$ cat src/rtl/core/bpc_pkg.sv
`timescale 1ns / 1ps
// ----------------------------------------------------------------------------
// Buoyancy piston position controller package
// Request and result types, motor modes, register map and reset values.
// ----------------------------------------------------------------------------
package bpc_pkg;

    localparam int PRESSURE_W  = 20;
    localparam int POSITION_W  = 32;
    localparam int APB_ADDR_W  = 5;
    localparam int APB_DATA_W  = 32;

    typedef struct packed {
        logic                  cmd;
        logic [1:0]            phase;
        logic [PRESSURE_W-1:0] pressure;
        logic                  auto_switch;
        logic                  push_level;
        logic                  pull_level;
    } bpc_req_t;

    typedef enum logic [1:0] {
        MODE_STOP = 2'd0,
        MODE_RISE = 2'd1,
        MODE_SINK = 2'd2
    } motor_mode_t;

    typedef struct packed {
        logic                         drive_update;
        logic [7:0]                   drive_a;
        logic [7:0]                   drive_b;
        motor_mode_t                  motor_mode;
        logic signed [POSITION_W-1:0] position_out;
        logic                         auto_active;
    } bpc_rsp_t;

    typedef enum logic [2:0] {
        REG_TARGET_PRESSURE  = 3'd0,
        REG_PRESSURE_BAND    = 3'd1,
        REG_START_PRESSURE   = 3'd2,
        REG_NEUTRAL_POSITION = 3'd3,
        REG_GRID_STEP        = 3'd4,
        REG_ARRIVE_WINDOW    = 3'd5,
        REG_SEEK_SPEED       = 3'd6,
        REG_MANUAL_SPEED     = 3'd7
    } cfg_reg_t;

    localparam logic CMD_ENCODER = 1'b0;
    localparam logic CMD_TICK    = 1'b1;

    localparam logic [7:0] STOP_DUTY = 8'd1;

    localparam logic [15:0] TARGET_PRESSURE_RST  = 16'd1055;
    localparam logic [7:0]  PRESSURE_BAND_RST    = 8'd5;
    localparam logic [15:0] START_PRESSURE_RST   = 16'd1023;
    localparam logic [7:0]  NEUTRAL_POSITION_RST = 8'd0;
    localparam logic [7:0]  GRID_STEP_RST        = 8'd0;
    localparam logic [7:0]  ARRIVE_WINDOW_RST    = 8'd3;
    localparam logic [7:0]  SEEK_SPEED_RST       = 8'd100;
    localparam logic [7:0]  MANUAL_SPEED_RST     = 8'd255;

    typedef logic signed [1:0] step_t;

    // Indexed by new phase, then previous phase.
    localparam step_t STEP_TABLE [0:3][0:3] = '{
        '{ 2'sd0, -2'sd1,  2'sd1,  2'sd0},
        '{ 2'sd1,  2'sd0,  2'sd0, -2'sd1},
        '{-2'sd1,  2'sd0,  2'sd0,  2'sd1},
        '{ 2'sd0,  2'sd1, -2'sd1,  2'sd0}
    };

endpackage

$ cat src/rtl/core/buoyancy_piston_position_controller.sv
`timescale 1ns / 1ps
`default_nettype none
// ----------------------------------------------------------------------------
// Buoyancy piston position controller
// Quadrature encoder counter with a bang-bang piston position seeker and manual drive.
// ----------------------------------------------------------------------------
// Channel  Direction  Handshake               Payload
// req      in         req_valid / req_ready   bpc_req_t
// rsp      out        rsp_valid / rsp_ready   bpc_rsp_t
// apb      in         psel / penable / pready register writes and reads
//
// One request is taken per cycle while the result is not stalled; an accepted
// request passes through the request register and then the result register.
// Reset clears the position, the phase, auto mode, the done flags and the
// registers to their default values.
// While rsp_ready is low the result holds and one more request is buffered.
// ----------------------------------------------------------------------------
module buoyancy_piston_position_controller #(
    parameter int PRESSURE_FRAC_BITS = 4
) (
    input  wire logic                             clk,
    input  wire logic                             rst_n,
    input  wire logic                             req_valid,
    output logic                                  req_ready,
    input  wire bpc_pkg::bpc_req_t                req,
    output logic                                  rsp_valid,
    input  wire logic                             rsp_ready,
    output bpc_pkg::bpc_rsp_t                     rsp,
    input  wire logic                             psel,
    input  wire logic                             penable,
    input  wire logic                             pwrite,
    input  wire logic [bpc_pkg::APB_ADDR_W-1:0]   paddr,
    input  wire logic [bpc_pkg::APB_DATA_W-1:0]   pwdata,
    output logic [bpc_pkg::APB_DATA_W-1:0]        prdata,
    output logic                                  pready
);

    import bpc_pkg::*;

    localparam int HI_W = 17 + PRESSURE_FRAC_BITS;
    localparam int CW   = ((HI_W > PRESSURE_W) ? HI_W : PRESSURE_W) + 2;

    logic [15:0] target_pressure_reg;
    logic [7:0]  pressure_band_reg;
    logic [15:0] start_pressure_reg;
    logic [7:0]  neutral_position_reg;
    logic [7:0]  grid_step_reg;
    logic [7:0]  arrive_window_reg;
    logic [7:0]  seek_speed_reg;
    logic [7:0]  manual_speed_reg;

    logic                         req_valid_reg;
    logic                         req_valid_next;
    bpc_req_t                     req_data_reg;
    logic                         rsp_valid_reg;
    logic                         rsp_valid_next;
    bpc_rsp_t                     rsp_data_reg;
    bpc_rsp_t                     rsp_data_next;

    logic signed [POSITION_W-1:0] position_reg;
    logic signed [POSITION_W-1:0] position_next;
    logic [1:0]                   last_phase_reg;
    logic [1:0]                   last_phase_next;
    logic                         auto_mode_reg;
    logic                         auto_mode_next;
    logic                         rise_done_reg;
    logic                         rise_done_next;
    logic                         sink_done_reg;
    logic                         sink_done_next;
    logic                         neutral_done_reg;
    logic                         neutral_done_next;

    logic                         req_fire;
    logic                         stage_adv;
    logic                         cfg_write;
    cfg_reg_t                     cfg_sel;

    logic signed [CW-1:0]         pres_s;
    logic signed [CW-1:0]         hi_s;
    logic signed [CW-1:0]         lo_s;
    logic signed [CW-1:0]         start_s;
    logic [16:0]                  hi_sum;
    logic signed [17:0]           lo_diff;
    logic                         below_start;
    logic                         above_hi;
    logic                         below_lo;

    logic signed [9:0]            neutral_s;
    logic signed [9:0]            grid2_s;
    logic signed [9:0]            target_pos;
    logic                         band_done;
    logic signed [33:0]           pos_err;
    logic [33:0]                  pos_err_abs;
    logic                         arrived;
    step_t                        step;

    logic                         drv_upd;
    motor_mode_t                  drv_mode;
    logic [7:0]                   drv_speed;

    assign pready    = 1'b1;
    assign cfg_write = psel && penable && pwrite && pready;
    assign cfg_sel   = cfg_reg_t'(paddr[APB_ADDR_W-1:2]);

    always_ff @(posedge clk or negedge rst_n)
    begin
        if (!rst_n)
        begin
            target_pressure_reg  <= TARGET_PRESSURE_RST;
            pressure_band_reg    <= PRESSURE_BAND_RST;
            start_pressure_reg   <= START_PRESSURE_RST;
            neutral_position_reg <= NEUTRAL_POSITION_RST;
            grid_step_reg        <= GRID_STEP_RST;
            arrive_window_reg    <= ARRIVE_WINDOW_RST;
            seek_speed_reg       <= SEEK_SPEED_RST;
            manual_speed_reg     <= MANUAL_SPEED_RST;
        end
        else if (cfg_write)
        begin
            case (cfg_sel)
                REG_TARGET_PRESSURE:  target_pressure_reg  <= pwdata[15:0];
                REG_PRESSURE_BAND:    pressure_band_reg    <= pwdata[7:0];
                REG_START_PRESSURE:   start_pressure_reg   <= pwdata[15:0];
                REG_NEUTRAL_POSITION: neutral_position_reg <= pwdata[7:0];
                REG_GRID_STEP:        grid_step_reg        <= pwdata[7:0];
                REG_ARRIVE_WINDOW:    arrive_window_reg    <= pwdata[7:0];
                REG_SEEK_SPEED:       seek_speed_reg       <= pwdata[7:0];
                REG_MANUAL_SPEED:     manual_speed_reg     <= pwdata[7:0];
                default: ;
            endcase
        end
    end

    always_comb
    begin
        case (cfg_sel)
            REG_TARGET_PRESSURE:  prdata = {16'd0, target_pressure_reg};
            REG_PRESSURE_BAND:    prdata = {24'd0, pressure_band_reg};
            REG_START_PRESSURE:   prdata = {16'd0, start_pressure_reg};
            REG_NEUTRAL_POSITION: prdata = {24'd0, neutral_position_reg};
            REG_GRID_STEP:        prdata = {24'd0, grid_step_reg};
            REG_ARRIVE_WINDOW:    prdata = {24'd0, arrive_window_reg};
            REG_SEEK_SPEED:       prdata = {24'd0, seek_speed_reg};
            REG_MANUAL_SPEED:     prdata = {24'd0, manual_speed_reg};
            default:              prdata = '0;
        endcase
    end

    assign stage_adv = req_valid_reg && (!rsp_valid_reg || rsp_ready);
    assign req_ready = !req_valid_reg || stage_adv;
    assign req_fire  = req_valid && req_ready;

    assign req_valid_next = req_fire ? 1'b1 : (stage_adv ? 1'b0 : req_valid_reg);
    assign rsp_valid_next = stage_adv ? 1'b1 : (rsp_ready ? 1'b0 : rsp_valid_reg);

    assign rsp_valid = rsp_valid_reg;
    assign rsp       = rsp_data_reg;

    assign pres_s  = $signed({{(CW-PRESSURE_W){1'b0}}, req_data_reg.pressure});
    assign hi_sum  = {1'b0, target_pressure_reg} + {9'd0, pressure_band_reg};
    assign lo_diff = $signed({2'b00, target_pressure_reg}) - $signed({10'd0, pressure_band_reg});
    assign hi_s    = $signed({{(CW-17){1'b0}}, hi_sum}) <<< PRESSURE_FRAC_BITS;
    assign lo_s    = $signed({{(CW-18){lo_diff[17]}}, lo_diff}) <<< PRESSURE_FRAC_BITS;
    assign start_s = $signed({{(CW-16){1'b0}}, start_pressure_reg}) <<< PRESSURE_FRAC_BITS;

    assign below_start = pres_s < start_s;
    assign above_hi    = pres_s > hi_s;
    assign below_lo    = pres_s < lo_s;

    assign neutral_s = $signed({{2{neutral_position_reg[7]}}, neutral_position_reg});
    assign grid2_s   = $signed({grid_step_reg[7], grid_step_reg, 1'b0});

    always_comb
    begin
        if (above_hi)
        begin
            target_pos = neutral_s - grid2_s;
            band_done  = rise_done_reg;
        end
        else if (below_lo)
        begin
            target_pos = neutral_s + grid2_s;
            band_done  = sink_done_reg;
        end
        else
        begin
            target_pos = neutral_s;
            band_done  = neutral_done_reg;
        end
    end

    assign pos_err     = $signed({{24{target_pos[9]}}, target_pos})
                       - $signed({{2{position_reg[POSITION_W-1]}}, position_reg});
    assign pos_err_abs = pos_err[33] ? 34'(-pos_err) : 34'(pos_err);
    assign arrived     = pos_err_abs <= {26'd0, arrive_window_reg};
    assign step        = STEP_TABLE[req_data_reg.phase][last_phase_reg];

    always_comb
    begin
        position_next     = position_reg;
        last_phase_next   = last_phase_reg;
        auto_mode_next    = auto_mode_reg;
        rise_done_next    = rise_done_reg;
        sink_done_next    = sink_done_reg;
        neutral_done_next = neutral_done_reg;
        drv_upd           = 1'b0;
        drv_mode          = MODE_STOP;
        drv_speed         = 8'd0;

        case (req_data_reg.cmd)
            CMD_ENCODER:
            begin
                position_next   = position_reg + $signed({{(POSITION_W-2){step[1]}}, step});
                last_phase_next = req_data_reg.phase;
            end
            CMD_TICK:
            begin
                if (!auto_mode_reg)
                begin
                    if (req_data_reg.auto_switch)
                    begin
                        auto_mode_next = 1'b1;
                    end
                    else if (req_data_reg.push_level && !req_data_reg.pull_level)
                    begin
                        drv_upd   = 1'b1;
                        drv_mode  = MODE_SINK;
                        drv_speed = manual_speed_reg;
                    end
                    else if (req_data_reg.pull_level && !req_data_reg.push_level)
                    begin
                        drv_upd   = 1'b1;
                        drv_mode  = MODE_RISE;
                        drv_speed = manual_speed_reg;
                    end
                    else
                    begin
                        drv_upd = 1'b1;
                    end
                end
                else if (below_start)
                begin
                    drv_upd = 1'b1;
                end
                else if (!band_done)
                begin
                    drv_upd   = 1'b1;
                    drv_speed = seek_speed_reg;
                    if (arrived)
                    begin
                        drv_mode = MODE_STOP;
                        if (above_hi)
                        begin
                            rise_done_next = 1'b1;
                        end
                        else if (below_lo)
                        begin
                            sink_done_next = 1'b1;
                        end
                        else
                        begin
                            neutral_done_next = 1'b1;
                        end
                    end
                    else if (pos_err[33])
                    begin
                        drv_mode = MODE_RISE;
                    end
                    else
                    begin
                        drv_mode = MODE_SINK;
                    end
                end
            end
            default: ;
        endcase
    end

    always_comb
    begin
        rsp_data_next              = '0;
        rsp_data_next.drive_update = drv_upd;
        rsp_data_next.motor_mode   = MODE_STOP;
        rsp_data_next.position_out = position_next;
        rsp_data_next.auto_active  = auto_mode_next;
        if (drv_upd)
        begin
            rsp_data_next.motor_mode = drv_mode;
            case (drv_mode)
                MODE_RISE:
                begin
                    rsp_data_next.drive_a = 8'd0;
                    rsp_data_next.drive_b = drv_speed;
                end
                MODE_SINK:
                begin
                    rsp_data_next.drive_a = drv_speed;
                    rsp_data_next.drive_b = 8'd0;
                end
                default:
                begin
                    rsp_data_next.drive_a = STOP_DUTY;
                    rsp_data_next.drive_b = STOP_DUTY;
                end
            endcase
        end
    end

    always_ff @(posedge clk or negedge rst_n)
    begin
        if (!rst_n)
        begin
            req_valid_reg    <= 1'b0;
            rsp_valid_reg    <= 1'b0;
            position_reg     <= '0;
            last_phase_reg   <= 2'd0;
            auto_mode_reg    <= 1'b0;
            rise_done_reg    <= 1'b0;
            sink_done_reg    <= 1'b0;
            neutral_done_reg <= 1'b0;
        end
        else
        begin
            req_valid_reg <= req_valid_next;
            rsp_valid_reg <= rsp_valid_next;
            if (stage_adv)
            begin
                position_reg     <= position_next;
                last_phase_reg   <= last_phase_next;
                auto_mode_reg    <= auto_mode_next;
                rise_done_reg    <= rise_done_next;
                sink_done_reg    <= sink_done_next;
                neutral_done_reg <= neutral_done_next;
            end
        end
    end

    always_ff @(posedge clk)
    begin
        if (req_fire)
        begin
            req_data_reg <= req;
        end
        if (stage_adv)
        begin
            rsp_data_reg <= rsp_data_next;
        end
    end

`ifndef ASSERT_OFF
    a_auto_sticky: assert property (@(posedge clk) disable iff (!rst_n)
        auto_mode_reg |=> auto_mode_reg)
        else $error("auto mode dropped back to manual");

    a_done_needs_auto: assert property (@(posedge clk) disable iff (!rst_n)
        (rise_done_reg || sink_done_reg || neutral_done_reg) |-> auto_mode_reg)
        else $error("band done flag set outside auto mode");

    a_idle_drive_zero: assert property (@(posedge clk) disable iff (!rst_n)
        (rsp_valid_reg && !rsp_data_reg.drive_update) |->
        (rsp_data_reg.drive_a == 8'd0 && rsp_data_reg.drive_b == 8'd0
         && rsp_data_reg.motor_mode == MODE_STOP))
        else $error("drive fields set on a result without a drive update");

    a_done_with_stop: assert property (@(posedge clk) disable iff (!rst_n)
        ($rose(rise_done_reg) || $rose(sink_done_reg) || $rose(neutral_done_reg)) |->
        (rsp_valid_reg && rsp_data_reg.drive_update
         && rsp_data_reg.motor_mode == MODE_STOP))
        else $error("band done flag latched without a stop result");

    a_result_auto_state: assert property (@(posedge clk) disable iff (!rst_n)
        rsp_valid_reg |-> (rsp_data_reg.auto_active == auto_mode_reg))
        else $error("result auto flag disagrees with the mode state");
`endif

endmodule
`default_nettype wire
$ cat config.mk
export PLATFORM = sky130hd
export DESIGN_NAME = buoyancy_piston_position_controller
export DESIGN_NICKNAME = d
export VERILOG_FILES = /design/src/rtl/core/bpc_pkg.sv /design/src/rtl/core/buoyancy_piston_position_controller.sv
export SDC_FILE = /design/constraint.sdc
export NUM_CORES = 1
export LEC_CHECK = 0
export BUFFER_PORTS_ARGS = -buffer_cell sky130_fd_sc_hd__buf_2
export CORE_AREA = 2 2 256 258
export CTS_CLUSTER_SIZE = 8
export DETAILED_ROUTE_END_ITERATION = 12
export DIE_AREA = 0 0 258 260
export SETUP_SLACK_MARGIN = 0.4
export SLEW_MARGIN = 0
export SYNTH_ARGS = -nofsm -noshare
export SYNTH_HDL_FRONTEND = slang
export SYNTH_SLANG_ARGS = --single-unit
$ cat constraint.sdc
create_clock -name clk -period 31.4 [get_ports clk]
set_clock_uncertainty 0.1 [all_clocks]
set_input_delay 3.14 -clock clk [delete_from_list [all_inputs] [get_ports clk]]
set_output_delay 3.14 -clock clk [all_outputs]
set_load 0.05 [all_outputs]
==> out/qor.csv <==
stage,metric,value,unit
routing,drc,0,
routing,ant_nets,0,
routing,wl_per_cell,17.0,µm
routing,drt_iter0_markers,912,
routing,drt_first_pass_iters,7,
finish,largest_reg_flops,52,
placement,hpwl,35300,µm
clock_network,cts_buffer_depth,2,
finish,finalNetCount,2080,
logic_synthesis,synth.avg_cell_area,9.06,µm²
die,io_pins,157,
finish,final_cell_mix,"170 x nand2_1, 156 x ha_1, 152 x o21ai_0",
timing,finalCriticalPeriod,12.12,ns
worst_setup_path,critical_path.slowest_cell,nor2b_1,
logic_synthesis,postSynth.asyncResetShare,60.6,%
clock_network,ctsResizeCount,0,
job,cap_violations,0,
routing,routed_wl,46200,µm
logic_synthesis,yosys_warnings,0,
clock_network,clockRootBuffer,clkbuf_16,
routing,vias,13400,
worst_setup_path,reg2reg_from,pressure_band_reg[2],
logic_synthesis,seq_area_frac_synth,33.7,%
global_routing,grt-ovfl-total,0,
clock_network,clkLatencyLatePin,0.49,ns
clock_network,cts_setup_buffers,0,
clock_network,numCtsBuffers,17,
timing,setup_viol,0,
die,coreArea,64100,µm²
die,die_y,260,µm
global_routing,grt_pass1_wl,73000,µm
timing,period_share,38.6,%
run_status,status,"finished, final reports clean",
die,fp-row-count,93,
timing,setup_tns,0,ns
worst_setup_path,end_kind,flip-flop,
finish,seqCellArea,5380,µm²
clock_network,cts_tree,yes,
placement,io_buffers,121,
worst_setup_path,cp_max_fo,22,
clock_network,clock-sinks,198,
worst_setup_path,worstPathArrival,12.31,ns
timing,relSlewSlack,18.9,%
logic_synthesis,synth-edff-count,78,
global_routing,grt_max_degree,63,
global_routing,groute.usage.overall,13.8,%
clock_network,clk_pin_slew,0.09,ns
routing,viasPerCell,4.95,
finish,drive_above_1_share,16.1,%
hold_path,hold_path_startpoint,neutral_done_reg,
finish,syn2layout_area_growth,12.7,%
logic_synthesis,synth-seq-cells,198,
logic_synthesis,synthFlopType,dfrtp_1,
logic_synthesis,ys_types,94,
hold_path,hp-class,reg2reg,
timing,hold_violations,0,
die,die-area,67100,µm²
die,initial_core_util,25.0,%
worst_setup_path,cpPeakStageDelay,0.61,ns
logic_synthesis,synthCells,1766,
finish,antenna_cells,0,
worst_setup_path,critical_path_required,31.59,ns
placement,place.gp.congestion,0.856,
timing,rsz0062_at_grt,no,
worst_setup_path,regToRegSetupSlack,19.28,ns
die,die_w,258,µm
clock_network,htree_levels,4,
timing,finalMaxSlewViolations,0,
worst_setup_path,crit_type,reg2reg,
finish,multiInputGateArea,9800,µm²
global_routing,grt_pass1_vias,13200,
global_routing,antenna_found_initial,0,
timing,tightest_slew,1.21,ns
finish,fillers,6708,
clock_network,cts.hold.buffers_added,0,
worst_setup_path,crit_start,pressure_band_reg[2],
logic_synthesis,synth_area,16000,µm²
finish,final_common_cell,nand2_1,
timing,max_freq,0.0825,GHz
worst_setup_path,start_kind,flip-flop,
[cells by family (layout without fill, tap and decap cells)]
logic type	after synthesis	count (layout)	share of synthesized area [%]
XOR/XNOR	85	85	4.70
multiplexers	83	83	6.05
AO/OA/AOI/OAI	515	515	21.1
AND/OR/NAND/NOR	507	507	16.0
adder cells (fa/ha/maj)	162	162	13.0
buffers and inverters	214	294	5.55
other	2	17	0.0469
flip-flops	198	198	33.7
[path summary, 6_finish.rpt]
check	to	cells past startpoint
setup / recovery	rsp[44]	46
hold / removal	neutral_done_reg	1
max in group asynchronous	position_reg[12]	2
min in group asynchronous	pressure_band_reg[3]	1
setup reg to reg	rsp[44]	46
hold reg to reg	neutral_done_reg	1
[stage by stage]
| stage | hold WS [ns] | area [µm²] | worst slack (ns) | utilization [%] | cells |
|---|---|---|---|---|---|
| 3_3_place_gp | 0.345 | 17400 | 19.60 | 27.2 | 2684 |
| 4_1_cts | 0.385 | 18000 | 19.33 | 28.1 | 2716 |
| 5_1_grt | 0.414 | 18000 | 18.39 | 28.1 | 2716 |
| 3_5_place_dp | 0.367 | 17400 | 19.44 | 27.2 | 2684 |
| 6_report | 0.391 | 18000 | 19.28 | 28.1 | 2716 |
| 2_1_floorplan | 0.333 | 16100 | 20.27 | - | 1781 |
[critical path, delay by kind of cell (launching register included)]
kind | cells | cell delay [ns]
xor+xnor | 1 | 0.17
simple gates | 16 | 4.13
fa+ha+maj | 5 | 1.94
flops | 1 | 0.57
compound gates | 23 | 4.95
buf+inv | 1 | 0.05
[Yosys cell counts, drive strengths merged, types with 5 or more instances]
cell     count  area (µm²)
nand2      170         638
ha         156        1950
o21ai      153         769
inv        128         480
a21oi      122         618
nor2        95         364
dfrtp       89        2230
edfxtp      78        2340
mux2        59         664
xnor2       56         498
clkbuf      51         191
a21o        47         354
nor3        37         201
nand3       35         193
buf         32         205
dfstp       31         815
xor2        29         254
nor4        26         203
nand4       25         178
nand2b      22         138
and3        20         125
o21bai      20         150
mux2i       19         190
o22ai       19         119
and2        18         113
nor2b       18         113
or3         18         113
a211oi      16         143
o21a        16         120
o211ai      15         113
a221oi      11         120
a22oi       11        87.6
a31oi       11        68.8
a2111oi      7         105
o2111ai      7        61.3
o31ai        7        52.6
a221o        6        60.1
fa           6         120
o32ai        6        52.6
or2          6        37.5
mux4         5         113
or4          5        45.0
[routing by layer]
metal  GRT usage [%]  part of all wire, %
met4            3.34                  1.6
met1            17.5                   45
met2            24.0                   49
met5               0                    0
met3            2.87                  4.3
[layout make-up]
type                    count  area share, %
clock buffers              19           2.52
clock inverters            13          0.812
inverters                 131           2.73
multi-input cells        1369           54.4
flip-flops and latches    198           29.9
well taps                 855           5.93
repair buffers            131           3.79
Power is left out: the tool's default activity adds up to more than one toggle a clock period on the data nets, which glitch-free logic cannot reach.
